`config.mk`:
```
export PLATFORM = sky130hd
export DESIGN_NAME = split_spectrum_window_mean_flat
export DESIGN_NICKNAME = d
export VERILOG_FILES = /design/src/rtl/sswm_pkg.sv /design/src/rtl/sswm_in_if.sv /design/src/rtl/sswm_out_if.sv /design/src/rtl/sswm_ring.sv /design/src/rtl/sswm_div.sv /design/src/rtl/split_spectrum_window_mean.sv /design/src/flat_wrapper.sv
export SDC_FILE = /design/constraint.sdc
export NUM_CORES = 2
export LEC_CHECK = 0
export BUFFER_PORTS_ARGS = -buffer_cell sky130_fd_sc_hd__buf_2
export CAP_MARGIN = 25
export CORE_MARGIN = 10
export CORE_UTILIZATION = 50
export DETAILED_ROUTE_END_ITERATION = 10
export PLACE_DENSITY_LB_ADDON = 0.08
export SLEW_MARGIN = 15
export SYNTH_ARGS = -nofsm -noshare
export SYNTH_HDL_FRONTEND = slang
export SYNTH_SLANG_ARGS = --single-unit
```
`constraint.sdc`:
```
create_clock -name clk_i -period 24.8 [get_ports clk_i]
set_input_delay 0 -clock clk_i [delete_from_list [all_inputs] [get_ports clk_i]]
set_output_delay 0 -clock clk_i [all_outputs]
set_load 0.05 [all_outputs]
```
`src/rtl/sswm_pkg.sv`:
```
// Shared types and constants of the split-spectrum window mean block.
package sswm_pkg;

  // Field and register widths.
  localparam int VAL_W     = 32;  // sample and result width
  localparam int IDX_W     = 13;  // internal bin index, holds any spectrum length
  localparam int BIN_W     = 12;  // bin index on the result channel
  localparam int HW_W      = 5;   // half width register
  localparam int CFG_W     = 13;  // configuration data, widest register
  localparam int CFG_IDX_W = 1;   // configuration register index

  // Running window sum and sample count.
  localparam int SUM_W = 38;
  localparam int CNT_W = 7;

  // Divider: the dividend is padded to whole digits, one digit per step.
  localparam int DIV_DIGIT  = 8;
  localparam int DIV_W      = 40;
  localparam int DIV_STEPS  = DIV_W / DIV_DIGIT;
  localparam int DIV_STEP_W = 3;

  // Configuration register indexes.
  localparam logic [CFG_IDX_W-1:0] CFG_SPECTRUM_LENGTH = 1'b0;
  localparam logic [CFG_IDX_W-1:0] CFG_HALF_WIDTH      = 1'b1;

  // Sequencer states.
  typedef enum logic [2:0] {
    ST_IDLE,
    ST_START,
    ST_FETCH,
    ST_ACC,
    ST_DIVIDE
  } state_e;

endpackage

```
`src/rtl/sswm_in_if.sv`:
```
// Input channel of the split-spectrum window mean block.
interface sswm_in_if;
  logic                       valid;
  logic                       ready;
  logic [sswm_pkg::VAL_W-1:0] power_value;
  logic                       frame_start;

  modport source (output valid, output power_value, output frame_start, input ready);
  modport sink (input valid, input power_value, input frame_start, output ready);
endinterface

```
`src/rtl/sswm_out_if.sv`:
```
// Result channel of the split-spectrum window mean block.
interface sswm_out_if;
  logic                       valid;
  logic                       ready;
  logic [sswm_pkg::BIN_W-1:0] bin_index;
  logic [sswm_pkg::VAL_W-1:0] smoothed_value;
  logic                       last_of_run;
  logic                       frame_done;

  modport source (output valid, output bin_index, output smoothed_value,
                  output last_of_run, output frame_done, input ready);
  modport sink (input valid, input bin_index, input smoothed_value,
                input last_of_run, input frame_done, output ready);
endinterface

```
`src/rtl/sswm_ring.sv`:
```
// Sample ring: one write port and two registered read ports.
module sswm_ring #(
  parameter int DEPTH  = 64,
  parameter int ADDR_W = 6
) (
  input  logic                       clk_i,
  input  logic                       we_i,
  input  logic [ADDR_W-1:0]          waddr_i,
  input  logic [sswm_pkg::VAL_W-1:0] wdata_i,
  input  logic [ADDR_W-1:0]          raddr_a_i,
  input  logic [ADDR_W-1:0]          raddr_b_i,
  output logic [sswm_pkg::VAL_W-1:0] rdata_a_o,
  output logic [sswm_pkg::VAL_W-1:0] rdata_b_o
);

  logic [sswm_pkg::VAL_W-1:0] mem [DEPTH];

  always_ff @(posedge clk_i) begin
    if (we_i) begin
      mem[waddr_i] <= wdata_i;
    end
    rdata_a_o <= mem[raddr_a_i];
    rdata_b_o <= mem[raddr_b_i];
  end

endmodule

```
`src/rtl/sswm_div.sv`:
```
// Iterative unsigned divider, one quotient digit per cycle.
module sswm_div (
  input  logic                       clk_i,
  input  logic                       rst_ni,
  input  logic                       start_i,
  input  logic [sswm_pkg::SUM_W-1:0] dividend_i,
  input  logic [sswm_pkg::CNT_W-1:0] divisor_i,
  output logic                       done_o,
  output logic [sswm_pkg::VAL_W-1:0] quotient_o
);

  // The dividend shifts out at the top while quotient bits shift in below.
  logic [sswm_pkg::DIV_W-1:0]      acc_q;
  logic [sswm_pkg::CNT_W-1:0]      rem_q;
  logic [sswm_pkg::CNT_W-1:0]      divisor_q;
  logic [sswm_pkg::DIV_STEP_W-1:0] step_q;
  logic                            busy_q;
  logic                            done_q;

  logic [sswm_pkg::CNT_W-1:0]     rem_d;
  logic [sswm_pkg::DIV_DIGIT-1:0] digit;

  always_comb begin
    logic [sswm_pkg::CNT_W:0] trial;
    rem_d = rem_q;
    digit = '0;
    for (int j = 0; j < sswm_pkg::DIV_DIGIT; j++) begin
      trial = {rem_d, acc_q[sswm_pkg::DIV_W-1-j]};
      if (trial >= {1'b0, divisor_q}) begin
        trial = trial - {1'b0, divisor_q};
        digit[sswm_pkg::DIV_DIGIT-1-j] = 1'b1;
      end
      rem_d = trial[sswm_pkg::CNT_W-1:0];
    end
  end

  always_ff @(posedge clk_i or negedge rst_ni) begin
    if (!rst_ni) begin
      busy_q <= 1'b0;
      done_q <= 1'b0;
      step_q <= '0;
    end else if (start_i) begin
      busy_q <= 1'b1;
      done_q <= 1'b0;
      step_q <= '0;
    end else if (busy_q) begin
      step_q <= step_q + sswm_pkg::DIV_STEP_W'(1);
      if (step_q == sswm_pkg::DIV_STEP_W'(sswm_pkg::DIV_STEPS - 1)) begin
        busy_q <= 1'b0;
        done_q <= 1'b1;
      end
    end
  end

  always_ff @(posedge clk_i) begin
    if (start_i) begin
      acc_q     <= sswm_pkg::DIV_W'(dividend_i);
      rem_q     <= '0;
      divisor_q <= divisor_i;
    end else if (busy_q) begin
      acc_q <= {acc_q[sswm_pkg::DIV_W-sswm_pkg::DIV_DIGIT-1:0], digit};
      rem_q <= rem_d;
    end
  end

  assign done_o     = done_q;
  assign quotient_o = acc_q[sswm_pkg::VAL_W-1:0];

endmodule

```
`src/rtl/split_spectrum_window_mean.sv`:
```
// Top level of the split-spectrum window mean block.
//
// Smooths one spectrum of unsigned power values, given in bin order, with a
// moving average of plus or minus half_width bins. The window is clipped to
// the half of the spectrum that holds the bin (0..N/2 and N/2+1..N-1 read
// from N/2), so the edge windows shrink and each mean divides by the number
// of bins actually in its window, truncating. A bin comes out on the item that
// brings the last sample of its window; the items at bin N/2 and bin N-1 each
// release a run of up to half_width+1 results, and last_of_run marks the end
// of every run. frame_start restarts the spectrum and drops any bins still
// pending; without it the spectrum wraps after bin N-1. spectrum_length and
// half_width take effect at the next bin 0. The samples live in a ring memory
// with two read ports; a running sum is kept in registers and updated by at
// most one add and one subtract per result, and the quotient comes from an
// iterative divider that produces eight bits per cycle. An item that releases
// no result is taken without leaving the idle state. Each result passes through
// a set-up step, a ring read and sum update, a step that launches the divider,
// then the divider and the output register. At bin 0 and at bin N/2+1 the
// window is rebuilt from the ring, one read and one sum update per sample in
// the new window, in place of the single update.
// The next item is taken once the last result of a run sits in the output
// register, even while that register still waits to be read.
module split_spectrum_window_mean #(
  parameter int MAX_POINTS     = 4096,
  parameter int MAX_HALF_WIDTH = 31,
  parameter int RING_DEPTH     = 64
) (
  input  logic                           clk_i,
  input  logic                           rst_ni,
  input  logic                           cfg_we_i,
  input  logic [sswm_pkg::CFG_IDX_W-1:0] cfg_index_i,
  input  logic [sswm_pkg::CFG_W-1:0]     cfg_data_i,
  sswm_in_if.sink                        in_if,
  sswm_out_if.source                     out_if
);

  localparam int IDX_W = sswm_pkg::IDX_W;
  localparam int HW_W  = sswm_pkg::HW_W;
  localparam int SUM_W = sswm_pkg::SUM_W;
  localparam int CNT_W = sswm_pkg::CNT_W;

  // Largest spectrum length the index registers can carry.
  localparam int NMAX_I = (MAX_POINTS < 8191) ? MAX_POINTS : 8191;
  localparam logic [IDX_W-1:0] NMAX = IDX_W'(NMAX_I);

  // Largest usable half width.
  localparam int HMAX_A = (MAX_HALF_WIDTH < (RING_DEPTH - 1) / 2) ?
                          MAX_HALF_WIDTH : (RING_DEPTH - 1) / 2;
  localparam int HMAX_I = (HMAX_A < 31) ? HMAX_A : 31;
  localparam logic [HW_W-1:0] HMAX = HW_W'(HMAX_I);

  // The running sum drops the sample just before the new window, so the ring
  // keeps one sample more than the widest window.
  localparam int RD   = 2 * HMAX_I + 2;
  localparam int RA_W = $clog2(RD);
  localparam logic [RA_W-1:0] RA_LAST = RA_W'(RD - 1);

  // Configuration registers.
  logic [sswm_pkg::CFG_W-1:0] cfg_len_q;
  logic [HW_W-1:0]            cfg_hw_q;

  always_ff @(posedge clk_i or negedge rst_ni) begin
    if (!rst_ni) begin
      cfg_len_q <= sswm_pkg::CFG_W'(1024);
      cfg_hw_q  <= HW_W'(4);
    end else if (cfg_we_i) begin
      unique case (cfg_index_i)
        sswm_pkg::CFG_SPECTRUM_LENGTH: cfg_len_q <= cfg_data_i;
        sswm_pkg::CFG_HALF_WIDTH:      cfg_hw_q  <= cfg_data_i[HW_W-1:0];
        default:                       cfg_len_q <= cfg_len_q;
      endcase
    end
  end

  // Control state.
  sswm_pkg::state_e state_q, state_d;

  logic [IDX_W-1:0] frame_n_q, frame_n_d;
  logic [HW_W-1:0]  frame_h_q, frame_h_d;
  logic [IDX_W-1:0] in_idx_q, in_idx_d;
  logic [IDX_W-1:0] out_idx_q, out_idx_d;
  logic [IDX_W-1:0] target_q, target_d;
  logic [RA_W-1:0]  wr_ptr_q, wr_ptr_d;
  logic [RA_W-1:0]  half_ptr_q, half_ptr_d;

  // Window: wa is the first sample in it, wb the one after the last.
  logic [IDX_W-1:0] wa_q, wa_d, wb_q, wb_d;
  logic [RA_W-1:0]  pa_q, pa_d, pb_q, pb_d;
  logic [SUM_W-1:0] sum_q, sum_d;
  logic [CNT_W-1:0] cnt_q, cnt_d;
  logic             add_q, add_d, sub_q, sub_d;

  // Output register.
  logic                       out_valid_q, out_valid_d;
  logic [sswm_pkg::BIN_W-1:0] bin_q, bin_d;
  logic [sswm_pkg::VAL_W-1:0] val_q, val_d;
  logic                       last_q, last_d;
  logic                       fdone_q, fdone_d;

  // Ring and divider connections.
  logic                       ring_we;
  logic [RA_W-1:0]            ring_waddr;
  logic [sswm_pkg::VAL_W-1:0] rdata_add, rdata_sub;
  logic                       div_start, div_done;
  logic [sswm_pkg::VAL_W-1:0] div_quot;

  // Accept path: position of the new sample and the bins it releases.
  logic             in_ready, acc_in, first;
  logic [IDX_W-1:0] k0, k, n_c, n_eff, n_use, out_use, half_u, h_ext, tgt;
  logic [HW_W-1:0]  h_eff, h_use;
  logic [IDX_W:0]   k_inc;
  logic             rdy, emit;
  logic [RA_W-1:0]  wr_addr;

  assign in_ready = (state_q == sswm_pkg::ST_IDLE);
  assign acc_in   = in_if.valid && in_ready;

  always_comb begin
    k0    = in_if.frame_start ? '0 : in_idx_q;
    k     = (k0 >= frame_n_q) ? '0 : k0;
    first = (k == '0);
    n_c   = (cfg_len_q < IDX_W'(8)) ? IDX_W'(8) : ((cfg_len_q > NMAX) ? NMAX : cfg_len_q);
    n_eff = {n_c[IDX_W-1:1], 1'b0};
    h_eff = (cfg_hw_q > HMAX) ? HMAX : cfg_hw_q;
    n_use   = first ? n_eff : frame_n_q;
    h_use   = first ? h_eff : frame_h_q;
    out_use = first ? '0 : out_idx_q;
    half_u  = n_use >> 1;
    h_ext   = IDX_W'(h_use);
    k_inc   = {1'b0, k} + (IDX_W + 1)'(1);
    wr_addr = first ? '0 : wr_ptr_q;
    // The middle bin and the last bin close their half and flush it.
    if (k == half_u || k == n_use - IDX_W'(1)) begin
      rdy = 1'b1;
      tgt = k;
    end else if (k < half_u) begin
      rdy = (k >= h_ext);
      tgt = k - h_ext;
    end else begin
      rdy = ({1'b0, k} >= {1'b0, h_ext} + {1'b0, half_u} + (IDX_W + 1)'(1));
      tgt = k - h_ext;
    end
    emit = rdy && (out_use <= tgt);
  end

  // Window of the bin being worked on.
  logic [IDX_W-1:0] half_e, lo, hi, bin_a, bin_b;
  logic [IDX_W:0]   i_w, h_w;
  logic             in_lo, need_add, need_sub, restart, out_free;

  always_comb begin
    half_e   = frame_n_q >> 1;
    i_w      = {1'b0, out_idx_q};
    h_w      = (IDX_W + 1)'(frame_h_q);
    in_lo    = (out_idx_q <= half_e);
    lo       = in_lo ? '0 : half_e;
    hi       = in_lo ? half_e : frame_n_q - IDX_W'(1);
    bin_a    = (i_w >= {1'b0, lo} + h_w) ? out_idx_q - IDX_W'(frame_h_q) : lo;
    bin_b    = (i_w + h_w <= {1'b0, hi}) ? IDX_W'(i_w + h_w) : hi;
    need_add = (wb_q <= bin_b);
    need_sub = (wa_q < bin_a);
    restart  = (out_idx_q == '0) || (out_idx_q == half_e + IDX_W'(1));
    out_free = !out_valid_q || out_if.ready;
  end

  // Next state.
  always_comb begin
    state_d = state_q;
    unique case (state_q)
      sswm_pkg::ST_IDLE: begin
        if (acc_in && emit) begin
          state_d = sswm_pkg::ST_START;
        end
      end
      sswm_pkg::ST_START: state_d = sswm_pkg::ST_FETCH;
      sswm_pkg::ST_FETCH: begin
        state_d = (need_add || need_sub) ? sswm_pkg::ST_ACC : sswm_pkg::ST_DIVIDE;
      end
      sswm_pkg::ST_ACC: state_d = sswm_pkg::ST_FETCH;
      sswm_pkg::ST_DIVIDE: begin
        if (div_done && out_free) begin
          state_d = (out_idx_q == target_q) ? sswm_pkg::ST_IDLE : sswm_pkg::ST_START;
        end
      end
      default: state_d = sswm_pkg::ST_IDLE;
    endcase
  end

  // Datapath and outputs.
  always_comb begin
    frame_n_d   = frame_n_q;
    frame_h_d   = frame_h_q;
    in_idx_d    = in_idx_q;
    out_idx_d   = out_idx_q;
    target_d    = target_q;
    wr_ptr_d    = wr_ptr_q;
    half_ptr_d  = half_ptr_q;
    wa_d        = wa_q;
    wb_d        = wb_q;
    pa_d        = pa_q;
    pb_d        = pb_q;
    sum_d       = sum_q;
    cnt_d       = cnt_q;
    add_d       = add_q;
    sub_d       = sub_q;
    out_valid_d = out_valid_q && !out_if.ready;
    bin_d       = bin_q;
    val_d       = val_q;
    last_d      = last_q;
    fdone_d     = fdone_q;
    ring_we     = 1'b0;
    ring_waddr  = wr_addr;
    div_start   = 1'b0;

    unique case (state_q)
      sswm_pkg::ST_IDLE: begin
        if (acc_in) begin
          ring_we   = 1'b1;
          frame_n_d = n_use;
          frame_h_d = h_use;
          out_idx_d = out_use;
          target_d  = tgt;
          in_idx_d  = (k_inc >= {1'b0, n_use}) ? '0 : k_inc[IDX_W-1:0];
          wr_ptr_d  = (wr_addr == RA_LAST) ? '0 : wr_addr + RA_W'(1);
          if (k == half_u) begin
            half_ptr_d = wr_addr;
          end
        end
      end
      sswm_pkg::ST_START: begin
        // Bin 0 and the first bin of the upper half open an empty window.
        if (restart) begin
          wa_d  = lo;
          wb_d  = lo;
          pa_d  = (out_idx_q == '0) ? '0 : half_ptr_q;
          pb_d  = (out_idx_q == '0) ? '0 : half_ptr_q;
          sum_d = '0;
          cnt_d = '0;
        end
      end
      sswm_pkg::ST_FETCH: begin
        add_d     = need_add;
        sub_d     = need_sub;
        div_start = !(need_add || need_sub);
      end
      sswm_pkg::ST_ACC: begin
        sum_d = sum_q + (add_q ? SUM_W'(rdata_add) : '0)
                      - (sub_q ? SUM_W'(rdata_sub) : '0);
        cnt_d = cnt_q + CNT_W'(add_q) - CNT_W'(sub_q);
        if (add_q) begin
          wb_d = wb_q + IDX_W'(1);
          pb_d = (pb_q == RA_LAST) ? '0 : pb_q + RA_W'(1);
        end
        if (sub_q) begin
          wa_d = wa_q + IDX_W'(1);
          pa_d = (pa_q == RA_LAST) ? '0 : pa_q + RA_W'(1);
        end
      end
      sswm_pkg::ST_DIVIDE: begin
        if (div_done && out_free) begin
          out_valid_d = 1'b1;
          bin_d       = out_idx_q[sswm_pkg::BIN_W-1:0];
          val_d       = div_quot;
          last_d      = (out_idx_q == target_q);
          fdone_d     = (out_idx_q == frame_n_q - IDX_W'(1));
          out_idx_d   = out_idx_q + IDX_W'(1);
        end
      end
      default: begin
        div_start = 1'b0;
      end
    endcase
  end

  always_ff @(posedge clk_i or negedge rst_ni) begin
    if (!rst_ni) begin
      state_q     <= sswm_pkg::ST_IDLE;
      frame_n_q   <= '0;
      frame_h_q   <= '0;
      in_idx_q    <= '0;
      out_idx_q   <= '0;
      target_q    <= '0;
      wr_ptr_q    <= '0;
      half_ptr_q  <= '0;
      wa_q        <= '0;
      wb_q        <= '0;
      pa_q        <= '0;
      pb_q        <= '0;
      sum_q       <= '0;
      cnt_q       <= '0;
      add_q       <= 1'b0;
      sub_q       <= 1'b0;
      out_valid_q <= 1'b0;
    end else begin
      state_q     <= state_d;
      frame_n_q   <= frame_n_d;
      frame_h_q   <= frame_h_d;
      in_idx_q    <= in_idx_d;
      out_idx_q   <= out_idx_d;
      target_q    <= target_d;
      wr_ptr_q    <= wr_ptr_d;
      half_ptr_q  <= half_ptr_d;
      wa_q        <= wa_d;
      wb_q        <= wb_d;
      pa_q        <= pa_d;
      pb_q        <= pb_d;
      sum_q       <= sum_d;
      cnt_q       <= cnt_d;
      add_q       <= add_d;
      sub_q       <= sub_d;
      out_valid_q <= out_valid_d;
    end
  end

  always_ff @(posedge clk_i) begin
    bin_q   <= bin_d;
    val_q   <= val_d;
    last_q  <= last_d;
    fdone_q <= fdone_d;
  end

  sswm_ring #(
    .DEPTH  (RD),
    .ADDR_W (RA_W)
  ) u_ring (
    .clk_i     (clk_i),
    .we_i      (ring_we),
    .waddr_i   (ring_waddr),
    .wdata_i   (in_if.power_value),
    .raddr_a_i (pb_q),
    .raddr_b_i (pa_q),
    .rdata_a_o (rdata_add),
    .rdata_b_o (rdata_sub)
  );

  sswm_div u_div (
    .clk_i      (clk_i),
    .rst_ni     (rst_ni),
    .start_i    (div_start),
    .dividend_i (sum_q),
    .divisor_i  (cnt_q),
    .done_o     (div_done),
    .quotient_o (div_quot)
  );

  assign in_if.ready           = in_ready;
  assign out_if.valid          = out_valid_q;
  assign out_if.bin_index      = bin_q;
  assign out_if.smoothed_value = val_q;
  assign out_if.last_of_run    = last_q;
  assign out_if.frame_done     = fdone_q;

`ifndef SYNTH
  // The window handed to the divider is exactly the clipped window of the bin.
  a_window_match: assert property (@(posedge clk_i) disable iff (!rst_ni)
    state_q == sswm_pkg::ST_DIVIDE |-> (wa_q == bin_a && wb_q == bin_b + IDX_W'(1)))
    else $error("window bounds do not match the bin being divided");

  // The divisor is never zero and never exceeds the full window.
  a_count_range: assert property (@(posedge clk_i) disable iff (!rst_ni)
    state_q == sswm_pkg::ST_DIVIDE |->
      (cnt_q != '0 && cnt_q <= (CNT_W'(frame_h_q) << 1) + CNT_W'(1)))
    else $error("window count out of range");

  // A run never goes past the last bin it was released for.
  a_run_bound: assert property (@(posedge clk_i) disable iff (!rst_ni)
    state_q != sswm_pkg::ST_IDLE |-> out_idx_q <= target_q)
    else $error("result index ran past the run target");

  // The last bin of a spectrum always closes its run.
  a_frame_end: assert property (@(posedge clk_i) disable iff (!rst_ni)
    out_if.valid && out_if.frame_done |-> out_if.last_of_run)
    else $error("frame end result is not the last of its run");
`endif

endmodule

```
`src/flat_wrapper.sv`:
```
// flat-port wrapper written by rule: the top's interface ports become plain ports
module split_spectrum_window_mean_flat 
#(
  parameter int MAX_POINTS     = 4096,
  parameter int MAX_HALF_WIDTH = 31,
  parameter int RING_DEPTH     = 64
)
  (clk_i, rst_ni, cfg_we_i, cfg_index_i, cfg_data_i, in_if_valid, in_if_power_value, in_if_frame_start, in_if_ready, out_if_valid, out_if_bin_index, out_if_smoothed_value, out_if_last_of_run, out_if_frame_done, out_if_ready);
  sswm_in_if in_if_i ();
  sswm_out_if out_if_i ();
  input  logic clk_i;
  input  logic rst_ni;
  input  logic cfg_we_i;
  input  logic [sswm_pkg::CFG_IDX_W-1:0] cfg_index_i;
  input  logic [sswm_pkg::CFG_W-1:0] cfg_data_i;
  input wire logic [$bits(in_if_i.valid)-1:0] in_if_valid;
  input wire logic [$bits(in_if_i.power_value)-1:0] in_if_power_value;
  input wire logic [$bits(in_if_i.frame_start)-1:0] in_if_frame_start;
  output wire logic [$bits(in_if_i.ready)-1:0] in_if_ready;
  output wire logic [$bits(out_if_i.valid)-1:0] out_if_valid;
  output wire logic [$bits(out_if_i.bin_index)-1:0] out_if_bin_index;
  output wire logic [$bits(out_if_i.smoothed_value)-1:0] out_if_smoothed_value;
  output wire logic [$bits(out_if_i.last_of_run)-1:0] out_if_last_of_run;
  output wire logic [$bits(out_if_i.frame_done)-1:0] out_if_frame_done;
  input wire logic [$bits(out_if_i.ready)-1:0] out_if_ready;
  assign in_if_i.valid = in_if_valid;
  assign in_if_i.power_value = in_if_power_value;
  assign in_if_i.frame_start = in_if_frame_start;
  assign in_if_ready = in_if_i.ready;
  assign out_if_valid = out_if_i.valid;
  assign out_if_bin_index = out_if_i.bin_index;
  assign out_if_smoothed_value = out_if_i.smoothed_value;
  assign out_if_last_of_run = out_if_i.last_of_run;
  assign out_if_frame_done = out_if_i.frame_done;
  assign out_if_i.ready = out_if_ready;
  split_spectrum_window_mean #(.MAX_POINTS(MAX_POINTS), .MAX_HALF_WIDTH(MAX_HALF_WIDTH), .RING_DEPTH(RING_DEPTH)) u_core (.clk_i(clk_i), .rst_ni(rst_ni), .cfg_we_i(cfg_we_i), .cfg_index_i(cfg_index_i), .cfg_data_i(cfg_data_i), .in_if(in_if_i), .out_if(out_if_i));
endmodule
```
Yosys cells after proc, flatten, opt, wreduce, memory -nomap -nowiden
Memory sizes are Yosys's and may differ from the RTL's. A register that Yosys moved wholly into a read port is not among the register bits.
Cells that the tools add are included.
- memories: 1
- latch bits: 0
- RAM bits: 2048
- bits in read-only memories: 0
- register bits after elaboration: 281
- word-level logic and storage cells: 211
- memories (name ; depth ; bits a word ; rd ports ; clocked after Yosys merged registers in ; wr ports ; line ; RTL):
    u_core.u_ring.mem ; 64 ; 32 ; 2 ; 2 ; 1 ; sswm_ring.sv:16 ; logic [sswm_pkg::VAL_W-1:0] mem [DEPTH];
- equal/unequal tests: 19
- $mul: 0
- magnitude comparators: 22
- bitwise gates (word level): 1
- reduce and logical (&&, ||, !) cells: 31
- shift-type cells: 0
- muxes and demuxes: 78
- divide/modulo/power cells: 0
- add/sub/neg operators: 29
- operator list (cell ; number):
    $mux W13 ; 16
    $mux W38 ; 3
    $pmux W13 S2 ; 3
    $pmux W38 S2 ; 1
    $ge A8 B7 Y1 ; 8
    $mux W32 ; 2
    $mux W7 ; 9
    $sub A7 B7 Y7 ; 8
    $eq A13 B13 Y1 ; 4
    $mux W6 ; 8
    $add A13 B1 Y13 const B ; 3
    $add A38 B38 Y38 ; 1
    $sub A38 B38 Y38 ; 1
    $add A13 B5 Y14 ; 2
    $ge A13 B14 Y1 ; 2
    $le A13 B13 Y1 ; 2
    $logic_not A13 Y1 ; 2
    $sub A13 B1 Y13 const B ; 2
    $sub A13 B5 Y13 ; 2
    $mux W1 ; 24
    $pmux W6 S2 ; 2
    $add A6 B1 Y6 const B ; 3
    $eq A6 B6 Y1 const B ; 3
    $mux W3 ; 5
    36 further kinds ; 64

Depth between registers and ports, before layout
- depth in word-level cells: 18
- mapped depth: 80

By module
A second synthesis with hierarchy kept.
- cell total of the unflattened synthesis: 7360
- area total of the unflattened synthesis: 121701.7 µm²
- by module, submodules not included (module ; sequential area each (µm²) ; cells each ; area each (µm²) ; instances):
    sswm_ring ; 62780.2 ; 4409 ; 95715.5 ; 1
    split_spectrum_window_mean ; 5763.0 ; 2358 ; 20118.0 ; 1
    sswm_div ; 1656.6 ; 593 ; 5868.1 ; 1

Least setup slack after synthesis
Ideal clock, no wire load.
- kind: flip-flop to flip-flop
- start point: reg u_core.u_div.divisor_q[1] (netlist bit)
- end point: reg u_core.u_div.rem_q[1] (netlist bit)
- data required time: 24.713 ns
- slack: 8.573 ns
- arrival time: 16.141 ns
- cell stages (with the launch flop): 78
- clock period less this slack: 16.227 ns
- buffers on the path: 4
- cell sequence: edfxtp_1 inv_1 fa_1 a21o_1 a221o_1 a21oi_4 mux2_2 ha_1 nor2b_1 o31a_1 o221ai_4 o211a_1 buf_2 mux2i_1 ha_1 nor2b_1 o31a_1 o31a_1 [... 42 more ...] nor2_1 o21ai_0 a21oi_1 and3_1 a32o_2 nand2b_1 buf_2 o221ai_1 ha_1 nor2b_1 o21ai_0 nand2b_1 a21o_1 a21o_1 o21a_1 a2111oi_4 mux2_2 a211oi_1
- cells in the longest elaborated chain, start to end: 16
- elaborated cells on any way between the ends: 24
- those cells by class: add/sub: 8; order compare: 8; mux: 8
- RTL lines (item ; line ; RTL):
    start, declared ; sswm_div.sv:15 ; logic [sswm_pkg::CNT_W-1:0] divisor_q;
    start signal, assigned ; sswm_div.sv:59 ; divisor_q <= divisor_i;
    $sub A7 B7 Y7 or $ge A8 B7 Y1 (tied branches) ; sswm_div.sv:30, sswm_div.sv:29 ;
    $mux W7 ; sswm_div.sv:29 ; if (trial >= {1'b0, divisor_q}) begin
    $sub A7 B7 Y7 or $ge A8 B7 Y1 (tied branches) ; sswm_div.sv:30, sswm_div.sv:29 ;
    $mux W7 ; sswm_div.sv:29 ;
    $sub A7 B7 Y7 or $ge A8 B7 Y1 (tied branches) ; sswm_div.sv:30, sswm_div.sv:29 ;
    $mux W7 ; sswm_div.sv:29 ;
    $sub A7 B7 Y7 or $ge A8 B7 Y1 (tied branches) ; sswm_div.sv:30, sswm_div.sv:29 ;
    $mux W7 ; sswm_div.sv:29 ;
    $sub A7 B7 Y7 or $ge A8 B7 Y1 (tied branches) ; sswm_div.sv:30, sswm_div.sv:29 ;
    $mux W7 ; sswm_div.sv:29 ;
    $sub A7 B7 Y7 or $ge A8 B7 Y1 (tied branches) ; sswm_div.sv:30, sswm_div.sv:29 ;
    $mux W7 ; sswm_div.sv:29 ;
    $ge A8 B7 Y1 or $sub A7 B7 Y7 (tied branches) ; sswm_div.sv:29, sswm_div.sv:30 ;
    $mux W7 ; sswm_div.sv:29 ;
    $sub A7 B7 Y7 or $ge A8 B7 Y1 (tied branches) ; sswm_div.sv:30, sswm_div.sv:29 ;
    $mux W7 (*) ; sswm_div.sv:29 ;
    end signal, assigned ; sswm_div.sv:62 ; rem_q <= rem_d;
    end, declared ; sswm_div.sv:14 ; logic [sswm_pkg::CNT_W-1:0] rem_q;
Every way passes the cells marked *; elsewhere a longest branch is shown, timed or not.
A chain may end at the register's enable or synchronous reset.

Worst setup path in the final report
Same ends and word-level chain as after synthesis.

==> flow_summary_export.csv <==
group,metric,value,unit
global_routing,grt_pass1_wl,538000,um
logic_synthesis,synthArstFlopShare,7.56,%
finish,multi_input_area,48000,um2
floorplan,die_y,510,um
route,ant_nets,0,
logic_synthesis,synth_seq_area_share,58.4,%
logic_synthesis,yosys_warnings,0,
logic_synthesis,ys_seq_elements,2393,
floorplan,ios,100,
min_path,holdCritPathClass,"in -> reg",
route,drc,0,
worst_setup_path,slowest_stage,"a2111oi_4",
timing,fin_hold_ws,-0.00235,ns
finish,nets,7489,
run_status,status,"finished, violations left",
timing,drv_slew,0,
worst_setup_path,critPathLaunchType,"register",
place,io_buffers,99,
floorplan,num_rows,179,
clock_network,numCtsBuffers,282,
floorplan,start_util,50.4,%
clock_network,clkSinkCount,2393,
global_routing,grt_overflow,0,
worst_setup_path,arrival,20.09,ns
global_routing,antenna_found_initial,31,
route,viasPerCell,6.80,
clock_network,cts.htree.levels,5,
timing,timing.slew.headroom,22.6,%
worst_setup_path,worstPathRequired,25.57,ns
finish,area_growth,12.5,%
worst_setup_path,critPathMaxStageDelay,0.68,ns
place,gp_congestion,0.882,
timing,rsz0062_at_grt,"false",
run_status,violations,"hold timing",
route,drt_iter0_drc,9315,
route,met3WireLength,35500,um
logic_synthesis,syn_area_per_cell,17.5,um2
worst_setup_path,path_common_cell,"o21ai_0",
clock_network,cts_max_path_buffers,4,
place,placed_area,125000,um2
finish,final-seq-area,70300,um2
timing,fmax,0.0517,GHz
timing,tightestPinTransition,1.16,ns
worst_setup_path,endpoint_kind,"register",
logic_synthesis,synth_cell_types,86,
global_routing,grt_max_degree,117,
logic_synthesis,synth_fp_nets,7243,
place,dp.final_hpwl,223000,um
route,dr.pass1.iters,5,
route,drt_wl_total,380000,um
finish,final_area,135000,um2
logic_synthesis,synth-edff-count,2139,
worst_setup_path,rrSetupSlack,5.47,ns
logic_synthesis,syn_inst,6876,
route,wire_per_inst,36.2,um
min_path,hold_path_depth,2,
route,wl_met1,146000,um
clock_network,cts-root-buf,"clkbuf_16",
timing,finalCriticalPeriod,19.33,ns
logic_synthesis,synthFlopType,"edfxtp_1",
route,vias,71400,
floorplan,die_x,510,um
route,dr_wl_met2,183000,um
logic_synthesis,syn_area,120000,um2
timing,skew,0.0762,ns
finish,fin_util,56.7,%
worst_setup_path,cp_max_fo,11,
min_path,min-delay-start,"in_if_power_value[22]",
finish,layout-drive-gt1-share,30.2,%
worst_setup_path,timing.rr.end,"u_core.u_div.rem_q[1]",
timing,setup_violations,0,
timing,final_hold_viol_count,8,
clock_network,cts_tree,"done",
timing,fin_setup_tns,0,ns
clock_network,cts_resized,0,
route,top_layer_used,"met5",
flow_run,maxCapViolCount,0,
min_path,min_to,"u_core.u_ring.mem[13][22]",
timing,min_period_over_period,77.9,%
floorplan,core-area,239000,um2
clock_network,cts.reportedPaths.clkPinSlew,0.06,ns
clock_network,clkLatencyLatePin,0.93,ns
global_routing,grt_usage,29.0,%
worst_setup_path,reg2reg_depth,72,
worst_setup_path,critical_path_class,"reg -> reg",
global_routing,grt_pass1_vias,71400,
clock_network,postCtsSetupRepairBufs,0,
worst_setup_path,rr_startpoint,"u_core.u_div.divisor_q[1]",
floorplan,die_area,260000,um2
finish,fillCellCount,18200,
==> placed cells by master (no fill, tap or decap), drive strengths merged, types with 102 or more instances in the layout <==
master | Yosys | final
inv | 229 | 237
nor2 | 247 | 247
edfxtp | 2139 | 2139
nand2 | 334 | 334
a21oi | 196 | 196
clkinv | 7 | 102
clkbuf | 321 | 367
ha | 269 | 269
buf | 114 | 315
mux4 | 1323 | 1323
xnor2 | 133 | 133
o21ai | 213 | 213
dfrtp | 179 | 179
==> cell usage after synthesis, types with 20 or more instances <==
| library cell | count | area [um2] |
|---|---|---|
| ha_1 | 269 | 3370 |
| nand2b_1 | 37 | 231 |
| a21o_1 | 72 | 541 |
| xnor2_1 | 133 | 1160 |
| a21oi_1 | 194 | 971 |
| clkbuf_1 | 321 | 1200 |
| o21a_1 | 40 | 300 |
| and3_1 | 32 | 200 |
| xor2_1 | 71 | 622 |
| a211oi_1 | 24 | 180 |
| and2_1 | 63 | 394 |
| nor3_1 | 54 | 270 |
| edfxtp_1 | 2139 | 64200 |
| nand4_1 | 44 | 275 |
| o21bai_1 | 20 | 150 |
| a31oi_1 | 29 | 181 |
| mux2_2 | 97 | 1090 |
| o21ai_0 | 208 | 1040 |
| fa_1 | 46 | 921 |
| nor2_1 | 246 | 923 |
| buf_1 | 108 | 405 |
| nor4_1 | 23 | 144 |
| mux2i_1 | 65 | 651 |
| dfrtp_1 | 179 | 4480 |
| o22ai_1 | 36 | 225 |
| or3_1 | 25 | 156 |
| dfxtp_1 | 73 | 1460 |
| nand3_1 | 80 | 400 |
| nand2_1 | 334 | 1250 |
| mux4_2 | 1323 | 29800 |
| nor2b_1 | 61 | 382 |
| inv_1 | 227 | 852 |
==> routing by layer <==
| metal | up-vias | track usage [%] |
|---|---|---|
| li1 | 28900 | - |
| met1 | 38000 | 39.8 |
| met2 | 3748 | 46.8 |
| met3 | 768 | 5.97 |
| met4 | 18 | 10.0 |
| met5 | - | 0 |
==> registers in the layout (all words and copies together), names as in the netlist, 12 cells and up <==
name	flops
u_core.u_ring.mem	2048
u_core.u_ring.rdata_b_o	32
u_core.wb_q	13
u_core.u_div.acc_q	40
u_core.u_ring.rdata_a_o	32
u_core.out_if.bin_index	12
u_core.out_idx_q	13
u_core.sum_q	38
u_core.cfg_len_q	13
u_core.wa_q	13
u_core.target_q	13
u_core.in_idx_q	13
u_core.out_if.smoothed_value	32
u_core.frame_n_q	13
==> worst max-delay path, delay by kind of cell (launching register included) <==
family	cells	cell delay, ns
simple gates	16	3.24
fa+ha+maj	8	2.98
compound gates	39	10.38
buf+inv	5	0.87
flops	1	0.32
mux	4	1.42
==> stage by stage <==
stage / worst slack, ns / std cells
final: 5.47 / 10500
after global routing: 3.79 / 10500
after CTS: 5.50 / 10500
after detailed placement: 5.63 / 9894
after global placement: 5.62 / 9882
after floorplan: 8.57 / 6876
==> final cells by class <==
cell class	instances	area share, %
Clock inverter	119	0.691
Antenna cell	10	0.0185
Clock buffer	366	5.61
Multi-Input combinational cell	3812	35.5
Inverter	236	0.661
Sequential cell	2393	51.9
Tap cell	3167	2.93
Timing Repair Buffer	397	2.67
==> kinds of logic (layout without fill, tap and decap cells) <==
family / count (synthesis) / in the layout / share of synthesized area [%]
AND/OR/NAND/NOR: 1040 / 1040 / 4.13
multiplexers: 1486 / 1486 / 26.2
AO/OA/AOI/OAI: 767 / 767 / 4.04
XOR/XNOR: 204 / 204 / 1.49
buffers and inverters: 671 / 1118 / 2.11
adder cells (fa/ha/maj): 315 / 315 / 3.57
flip-flops: 2393 / 2393 / 58.4
other: 0 / 10 / 0
==> how the worst max path moves through the flow <==
| stage | start | to | slack, ns | cells past startpoint |
|---|---|---|---|---|
| global route | u_core.u_div.divisor_q[1] | u_core.u_div.rem_q[1] | 3.79 | 72 |
| finish | u_core.u_div.divisor_q[1] | u_core.u_div.rem_q[1] | 5.47 | 72 |
| global placement | u_core.u_div.divisor_q[1] | u_core.u_div.rem_q[1] | 5.62 | 72 |
| CTS | u_core.u_div.divisor_q[1] | u_core.u_div.rem_q[1] | 5.50 | 72 |
| detailed placement | u_core.u_div.divisor_q[1] | u_core.u_div.rem_q[1] | 5.63 | 72 |
| floorplan | u_core.u_div.divisor_q[1] | u_core.u_div.rem_q[1] | 8.57 | 77 |
==> repair_timing <==
| action | CTS | global route |
|---|---|---|
| endpoints found under the setup margin | 0 | 0 |
| endpoints found under the hold margin | 2285 | 11 |
| hold buffers | 80 | 1 |
Power is left out: the tool's default activity adds up to more than one toggle a clock period on the data nets, which glitch-free logic cannot reach.
